`config.mk`:
```
export PLATFORM = sky130hd
export DESIGN_NAME = rstt_back
export DESIGN_NICKNAME = d
export VERILOG_FILES = /design/src/rtl/core/rstt_pkg.sv /design/src/rtl/core/rstt_back.sv
export SDC_FILE = /design/constraint.sdc
export NUM_CORES = 2
export LEC_CHECK = 0
export CAP_MARGIN = 20
export CORE_UTILIZATION = 47
export DETAILED_ROUTE_END_ITERATION = 6
export DONT_BUFFER_PORTS = 1
export SLEW_MARGIN = 20
export SYNTH_ARGS = -nofsm -noshare
export SYNTH_HDL_FRONTEND = slang
export SYNTH_SLANG_ARGS = --single-unit
```
`constraint.sdc`:
```
create_clock -name clk -period 6.9 [get_ports clk]
set_input_delay 1.38 -clock clk [delete_from_list [all_inputs] [get_ports clk]]
set_output_delay 1.38 -clock clk [all_outputs]
set_load 0.03 [all_outputs]
```
`src/rtl/core/rstt_pkg.sv`:
```
// Package for the request slot table: payload structs, command and result codes,
// and the sequencer state type. It depends on nothing else.
`timescale 1ns / 1ps
package rstt_pkg;

	typedef logic [2:0] cmd_t;
	typedef logic [2:0] kind_t;

	localparam cmd_t CMD_ALLOC = 3'd0;
	localparam cmd_t CMD_ARM   = 3'd1;
	localparam cmd_t CMD_POST  = 3'd2;
	localparam cmd_t CMD_FREE  = 3'd3;
	localparam cmd_t CMD_SCAN  = 3'd4;
	localparam cmd_t CMD_RESET = 3'd5;

	localparam kind_t KIND_ALLOCATED = 3'd0;
	localparam kind_t KIND_ARMED     = 3'd1;
	localparam kind_t KIND_COMPLETED = 3'd2;
	localparam kind_t KIND_FREED     = 3'd3;
	localparam kind_t KIND_TIMED_OUT = 3'd4;
	localparam kind_t KIND_CONN_RST  = 3'd5;
	localparam kind_t KIND_NO_SPACE  = 3'd6;
	localparam kind_t KIND_STALE     = 3'd7;

	localparam logic [7:0] TIMEOUT_LIMIT = 8'd180;
	localparam logic [5:0] MAX_OUT_M1    = 6'd31;

	typedef struct packed {
		cmd_t        cmd;
		logic [31:0] now;
		logic [4:0]  slot;
		logic [31:0] tag;
		logic [7:0]  timeout_secs;
		logic [15:0] conn_id;
		logic [15:0] node_id;
		logic        match_conn;
		logic        match_node;
		logic [15:0] retval_in;
	} req_t;

	typedef struct packed {
		kind_t       kind;
		logic [4:0]  slot_out;
		logic [31:0] tag_out;
		logic [15:0] code_out;
		logic        last;
	} rsp_t;

	// Classified command as it waits in the queue.
	typedef struct packed {
		cmd_t        cmd;
		logic [31:0] now;
		logic [4:0]  slot;
		logic        slot_ok;
		logic [31:0] tag;
		logic [7:0]  tmo;
		logic [15:0] conn;
		logic [15:0] node;
		logic        mc;
		logic        mn;
		logic [15:0] code;
	} item_t;

	typedef enum logic [2:0] {
		ST_IDLE,
		ST_SRCH,
		ST_RD,
		ST_EX,
		ST_FIN
	} st_t;

endpackage

```
`src/rtl/core/rstt_back.sv`:
```
// Back end of the request slot table: the slot state, its memories and the
// sequencer that walks slots one per cycle, with an extra execute state for each armed slot. Depends on rstt_pkg.
`timescale 1ns / 1ps
module rstt_back import rstt_pkg::*; #(
	parameter int SLOTS = 32
) (
	input  logic       clk,
	input  logic       arst_n,
	input  logic [7:0] scan_interval,
	input  logic       q_valid,
	output logic       q_pop,
	input  item_t      q_item,
	output logic       result_valid,
	output rsp_t       result
);

	localparam int IW = $clog2(SLOTS);
	localparam logic [IW-1:0] LAST_IDX = IW'(SLOTS - 1);

	st_t state_q, state_d;

	logic [SLOTS-1:0] in_use_q, armed_q, prev_vld_q;
	logic [IW-1:0]    cursor_q, idx_q, cnt_q;
	logic [31:0]      seq_q, lst_q;
	logic [5:0]       n_q;
	logic             pend_vld_q, res_vld_q;
	rsp_t             pend_q, res_q;
	item_t            it_q;

	// Slot memories, read at the walk index every cycle.
	logic [31:0] cur_m  [SLOTS];
	logic [31:0] prev_m [SLOTS];
	logic [31:0] dl_m   [SLOTS];
	logic [15:0] conn_m [SLOTS];
	logic [15:0] node_m [SLOTS];
	logic [31:0] rd_cur_q, rd_prev_q, rd_dl_q;
	logic [15:0] rd_conn_q, rd_node_q;

	logic        walk, cand, live, hit, last_idx;
	logic [31:0] cur_tag_v, prev_v, s1, alloc_tag, dl_v;
	logic        emit_en, wr_cur, wr_arm, rel;
	rsp_t        emit_r;
	logic        out_en;
	rsp_t        out_r;
	logic        scan_due, scan_back;

	assign walk      = (it_q.cmd == CMD_SCAN) || (it_q.cmd == CMD_RESET);
	assign last_idx  = (idx_q == LAST_IDX);
	assign cand      = in_use_q[idx_q] && armed_q[idx_q];
	assign cur_tag_v = in_use_q[idx_q] ? rd_cur_q : 32'd0;
	assign prev_v    = prev_vld_q[idx_q] ? rd_prev_q : 32'd0;
	assign s1        = seq_q + 32'd1;
	assign alloc_tag = (s1 == prev_v) ? (s1 + 32'd1) : s1;
	assign dl_v      = it_q.now + {24'd0, it_q.tmo};
	assign live      = it_q.slot_ok && in_use_q[idx_q] && (rd_cur_q == it_q.tag);
	assign hit       = (it_q.cmd == CMD_SCAN) ? (it_q.now > rd_dl_q)
	                 : ((it_q.mc && (rd_conn_q == it_q.conn)) ||
	                    (it_q.mn && (rd_node_q == it_q.node)));
	assign scan_back = (q_item.now < lst_q);
	assign scan_due  = ((q_item.now - lst_q) > {24'd0, scan_interval});
	assign q_pop     = (state_q == ST_IDLE) && q_valid;

	// Next state.
	always_comb begin
		state_d = state_q;
		case (state_q)
			ST_IDLE: begin
				if (q_valid) begin
					case (q_item.cmd)
						CMD_ALLOC: state_d = ST_SRCH;
						CMD_ARM, CMD_POST, CMD_FREE, CMD_RESET: state_d = ST_RD;
						CMD_SCAN: state_d = (!scan_back && scan_due) ? ST_RD : ST_IDLE;
						default: state_d = ST_IDLE;
					endcase
				end
			end
			ST_SRCH: begin
				if (!in_use_q[idx_q]) begin
					state_d = ST_RD;
				end else if (cnt_q == LAST_IDX) begin
					state_d = ST_FIN;
				end
			end
			ST_RD: begin
				if (walk && !cand) begin
					state_d = last_idx ? ST_FIN : ST_RD;
				end else begin
					state_d = ST_EX;
				end
			end
			ST_EX: begin
				if (!walk || last_idx || (hit && n_q == MAX_OUT_M1)) begin
					state_d = ST_FIN;
				end else begin
					state_d = ST_RD;
				end
			end
			ST_FIN:  state_d = ST_IDLE;
			default: state_d = ST_IDLE;
		endcase
	end

	// Results and slot updates.
	always_comb begin
		emit_en = 1'b0;
		emit_r  = '0;
		wr_cur  = 1'b0;
		wr_arm  = 1'b0;
		rel     = 1'b0;
		case (state_q)
			ST_SRCH: begin
				if (in_use_q[idx_q] && cnt_q == LAST_IDX) begin
					emit_en     = 1'b1;
					emit_r.kind = KIND_NO_SPACE;
				end
			end
			ST_EX: begin
				emit_r.slot_out = 5'(idx_q);
				emit_r.tag_out  = cur_tag_v;
				case (it_q.cmd)
					CMD_ALLOC: begin
						emit_en        = 1'b1;
						wr_cur         = 1'b1;
						emit_r.kind    = KIND_ALLOCATED;
						emit_r.tag_out = alloc_tag;
					end
					CMD_ARM, CMD_POST, CMD_FREE: begin
						emit_en = 1'b1;
						if (!live) begin
							emit_r.kind     = KIND_STALE;
							emit_r.slot_out = it_q.slot;
							emit_r.tag_out  = it_q.slot_ok ? cur_tag_v : 32'd0;
						end else if (it_q.cmd == CMD_ARM) begin
							emit_r.kind = KIND_ARMED;
							wr_arm      = 1'b1;
						end else if (it_q.cmd == CMD_POST) begin
							emit_r.kind     = KIND_COMPLETED;
							emit_r.code_out = it_q.code;
							rel             = 1'b1;
						end else begin
							emit_r.kind = KIND_FREED;
							rel         = 1'b1;
						end
					end
					CMD_SCAN, CMD_RESET: begin
						if (hit) begin
							emit_en     = 1'b1;
							rel         = 1'b1;
							emit_r.kind = (it_q.cmd == CMD_SCAN) ? KIND_TIMED_OUT : KIND_CONN_RST;
						end
					end
					default: ;
				endcase
			end
			default: ;
		endcase
		// A result is held back until the next one or the finish state, so the final one can carry last.
		out_en      = pend_vld_q && (emit_en || state_q == ST_FIN);
		out_r       = pend_q;
		out_r.last  = (state_q == ST_FIN);
	end

	always_ff @(posedge clk) begin
		if (wr_cur) begin
			cur_m[idx_q] <= alloc_tag;
		end
		if (rel) begin
			prev_m[idx_q] <= cur_tag_v;
		end
		if (wr_arm) begin
			dl_m[idx_q]   <= dl_v;
			conn_m[idx_q] <= it_q.conn;
			node_m[idx_q] <= it_q.node;
		end
		rd_cur_q  <= cur_m[idx_q];
		rd_prev_q <= prev_m[idx_q];
		rd_dl_q   <= dl_m[idx_q];
		rd_conn_q <= conn_m[idx_q];
		rd_node_q <= node_m[idx_q];
	end

	always_ff @(posedge clk) begin
		if (q_pop) begin
			it_q <= q_item;
		end
		if (emit_en) begin
			pend_q <= emit_r;
		end
		res_q <= out_r;
	end

	always_ff @(posedge clk or negedge arst_n) begin
		if (!arst_n) begin
			state_q    <= ST_IDLE;
			in_use_q   <= '0;
			armed_q    <= '0;
			prev_vld_q <= '0;
			cursor_q   <= '0;
			idx_q      <= '0;
			cnt_q      <= '0;
			seq_q      <= 32'd0;
			lst_q      <= 32'd0;
			n_q        <= 6'd0;
			pend_vld_q <= 1'b0;
			res_vld_q  <= 1'b0;
		end else begin
			state_q   <= state_d;
			res_vld_q <= out_en;
			case (state_q)
				ST_IDLE: begin
					if (q_valid) begin
						cnt_q <= '0;
						n_q   <= 6'd0;
						case (q_item.cmd)
							CMD_ALLOC: idx_q <= cursor_q;
							CMD_ARM, CMD_POST, CMD_FREE:
								idx_q <= q_item.slot_ok ? IW'(q_item.slot) : '0;
							CMD_SCAN: begin
								idx_q <= '0;
								if (scan_back || scan_due) begin
									lst_q <= q_item.now;
								end
							end
							default: idx_q <= '0;
						endcase
					end
				end
				ST_SRCH: begin
					if (in_use_q[idx_q]) begin
						idx_q <= (idx_q == LAST_IDX) ? '0 : idx_q + 1'b1;
						cnt_q <= cnt_q + 1'b1;
					end
				end
				ST_RD: begin
					if (walk && !cand && !last_idx) begin
						idx_q <= idx_q + 1'b1;
					end
				end
				ST_EX: begin
					if (walk && !last_idx) begin
						idx_q <= idx_q + 1'b1;
					end
					if (wr_cur) begin
						in_use_q[idx_q] <= 1'b1;
						seq_q           <= alloc_tag;
						cursor_q        <= last_idx ? '0 : idx_q + 1'b1;
					end
					if (wr_arm) begin
						armed_q[idx_q] <= (dl_v != 32'd0);
					end
					if (rel) begin
						in_use_q[idx_q]   <= 1'b0;
						armed_q[idx_q]    <= 1'b0;
						prev_vld_q[idx_q] <= 1'b1;
						n_q               <= n_q + 6'd1;
					end
				end
				default: ;
			endcase
			if (emit_en) begin
				pend_vld_q <= 1'b1;
			end else if (state_q == ST_FIN) begin
				pend_vld_q <= 1'b0;
			end
		end
	end

	assign result_valid = res_vld_q;
	assign result       = res_q;

endmodule

```
==> impl_metrics.json <==
{
  "status": "finished, final reports clean",
  "wl_met2_mm": 241,
  "grt_max_degree": 187,
  "syn_avg_cell_area_sq_um": 20.9,
  "worst_path_dominant_cell_family": "compound AO/OA/AOI/OAI gates",
  "crit_arrival_ns": 6.39,
  "synth_cell_types": 93,
  "worstPathRequired_ns": 7.44,
  "fp.dieW_um": 618,
  "synth_cells": 8535,
  "synth-edff-count": 4283,
  "ys.flop_type": "edfxtp_1",
  "clk_transition_reported_paths_ns": 0.06,
  "finalCritPeriodShare_pct": 84.8,
  "maxCapViolations": 0,
  "worstSkewPairLatency_ns": 1.02,
  "slowest_delay_ns": 0.93,
  "peakVddDrop_mv": 0.324,
  "fin_util_pct": 53.9,
  "end_kind": "register",
  "dr.first_iter.drc_count": 10400,
  "die_y_um": 618,
  "dp_hpwl_mm": 260,
  "track_usage_pct": 25.3,
  "power_w": 0.0739,
  "synthesis.nets": 8769,
  "worstSetupPathType": "register to register",
  "grt_pass1_wl_mm": 688,
  "power-per-cell-area_nw_per_um2": 364,
  "cts_sinks": 4654,
  "crit_buf_inv": 2,
  "cts_max_path_buffers": 4,
  "ys_async_sr_fraction_pct": 4.00,
  "wl_per_cell_um": 34.0,
  "place_congestion": 0.881,
  "rsz0062_at_grt": "false",
  "io_pins": 201,
  "fin_nets": 9090,
  "vias": 89600,
  "drive_gt1_share_pct": 25.5,
  "hp-class": "input port to asynchronous set/reset pin",
  "r2r_start": "idx_q[4]$_DFFE_PN0P_",
  "crit_start": "idx_q[4]$_DFFE_PN0P_",
  "max_slew_margin_pct": 21.7,
  "hold_buffers": 0,
  "skew_ns": 0.0829,
  "clock.fmax_mhz": 171,
  "synth-seq-cells": 4654,
  "ant_nets": 0,
  "dr.max_layer_used": "met5",
  "totalWireLength_mm": 486,
  "tightest_slew_ns": 1.17,
  "grt_antenna_before_repair": 26,
  "met1_length_mm": 194,
  "ys_warn_count": 0,
  "syn_to_final_growth_pct": 13.7,
  "maxSlewViolCount": 0,
  "cp_slowest_cell": "dfrtp_1",
  "initial_core_util_pct": 47.4,
  "synth_area_sq_um": 178000,
  "final-hold-violation-count": 0,
  "numPortBuffers": 0,
  "dpl.cell_count": 13400,
  "cts_htree_levels": 5,
  "n_fill_cell": 28600,
  "vias_per_cell": 6.27,
  "rows": 225,
  "cts-buffers-inserted": 460,
  "drc": 0,
  "grt_pass1_vias": 91700,
  "leakagePower_nw": 66.9,
  "core_sq_um": 377000,
  "cts_tree": "yes",
  "yosysSeqAreaShare_pct": 76.8,
  "fin_crit_ns": 5.85,
  "dieArea_sq_um": 382000,
  "ctsResizeCount": 0,
  "setup_viol": 0,
  "drt_pass1_iterations": 6,
  "cts_setup_buffers": 0,
  "path_cells": "or3b_1, o22ai_1, nor4_1, buf_4, o21ai_2, o21ai_0, a32o_1, o211ai_1, or2_1, a211oi_1, xnor2_1, inv_1",
  "crit_path_start_kind": "register",
  "stdcell_count": 14300,
  "wl_met3_mm": 35.4,
  "crit_fanout": 32,
  "overflow": 0,
  "clock-root-buffer": "clkbuf_16",
  "tns_ns": 0
}
cell usage in the layout (no fill, tap or decap), types with 49 or more instances in the layout:
cell          n
edfxtp_1   4283
mux4_2     1042
a22oi_1     524
clkbuf_16   466
buf_4       247
dfxtp_1     185
dfrtp_1     184
nand4_1     182
nor2_1      146
o21ai_0     130
nand2_1     129
inv_1       115
clkbuf_1    107
nor2_4       97
clkinv_2     96
ha_1         90
xnor2_1      85
a21oi_1      76
clkinv_1     62
nand3_1      59
xor2_1       55
mux2_2       52
bufinv_16    51
buf_12       49
routing by layer:
layer  vias to the layer above  track usage [%]
li1                      36400                -
met1                     48700             34.8
met2                      3747             42.2
met3                       734             3.49
met4                         8             7.88
met5                         -                0
worst reg2reg max path, stage by stage, from the launching register on:
cell	delay, ns
dfrtp_1	0.93
or3b_1	0.45
o22ai_1	0.18
nor4_1	0.08
buf_4	0.18
o21ai_2	0.80
o21ai_0	0.20
a32o_1	0.27
o211ai_1	0.39
or2_1	0.35
a211oi_1	0.10
xnor2_1	0.79
inv_1	0.69
state kept, by name (all words and copies together), names as in the netlist, 56 cells and up:
register / flops
it_q: 131
result: 57
out_r: 56
conn_m: 512
dl_m: 1024
node_m: 512
cur_m: 1024
prev_m: 1024
path summary, 6_finish.rpt:
check	end	slack (ns)	cells past startpoint
max in group asynchronous	seq_q[23]$_DFFE_PN0P_	6.19	0
hold / removal	lst_q[15]$_DFFE_PN0P_	0.07	0
setup / recovery	cur_m[8][13]$_DFFE_PP_	1.05	12
setup reg to reg	cur_m[8][13]$_DFFE_PP_	1.05	12
hold reg to reg	result[31]$_DFF_P_	0.34	0
min in group clk	result[31]$_DFF_P_	0.34	0
report_power, final:
group          switching, W  internal (W)  total (W)  leakage, nW
clock                0.0107        0.0148     0.0255         7.58
sequential          0.00105        0.0330     0.0340         45.5
combinational       0.00881       0.00557     0.0144         13.8
total                0.0206        0.0533     0.0739         66.9
cell type report:
class	count	area [sq um]	share of cell area (%)
diodes	35	87.6	0.0432
clock buffers	614	12600	6.22
clock inverters	256	2850	1.40
inverters	116	443	0.218
multi-input cells	3322	40700	20.1
flip-flops and latches	4654	137000	67.5
well taps	4994	6250	3.08
repair buffers	302	2970	1.46
cell usage after synthesis, types with 52 or more instances:
library cell | count | area (sq um)
xor2_1 | 68 | 596
buf_1 | 121 | 454
clkbuf_1 | 296 | 1110
mux4_2 | 1042 | 23500
mux2_2 | 52 | 586
a22oi_1 | 524 | 3930
xnor2_1 | 131 | 1150
and2_1 | 57 | 357
inv_1 | 116 | 435
nand4_1 | 182 | 1140
edfxtp_1 | 4283 | 129000
nor2_1 | 243 | 912
dfrtp_1 | 186 | 4650
nand2_1 | 130 | 488
nand3_1 | 59 | 295
dfxtp_1 | 185 | 3700
a21oi_1 | 77 | 385
ha_1 | 90 | 1130
o21ai_0 | 131 | 656
cell families after synthesis:
group | synth area share [%]
mux | 13.6
xor+xnor | 1.08
fa+ha+maj | 0.653
flops | 76.8
compound gates | 3.73
buf+inv | 1.21
simple gates | 2.95
metrics by stage:
stage	worst slack [ns]	hold WS [ns]	cell area [sq um]
floorplan	0.342	0.323	178000
global placement	0.402	0.329	187000
detailed placement	0.543	0.327	187000
CTS	1.05	0.00253	203000
global route	0.817	0.0351	203000
finish	1.05	0.0678	203000
Power figures use the tool's default switching activity.
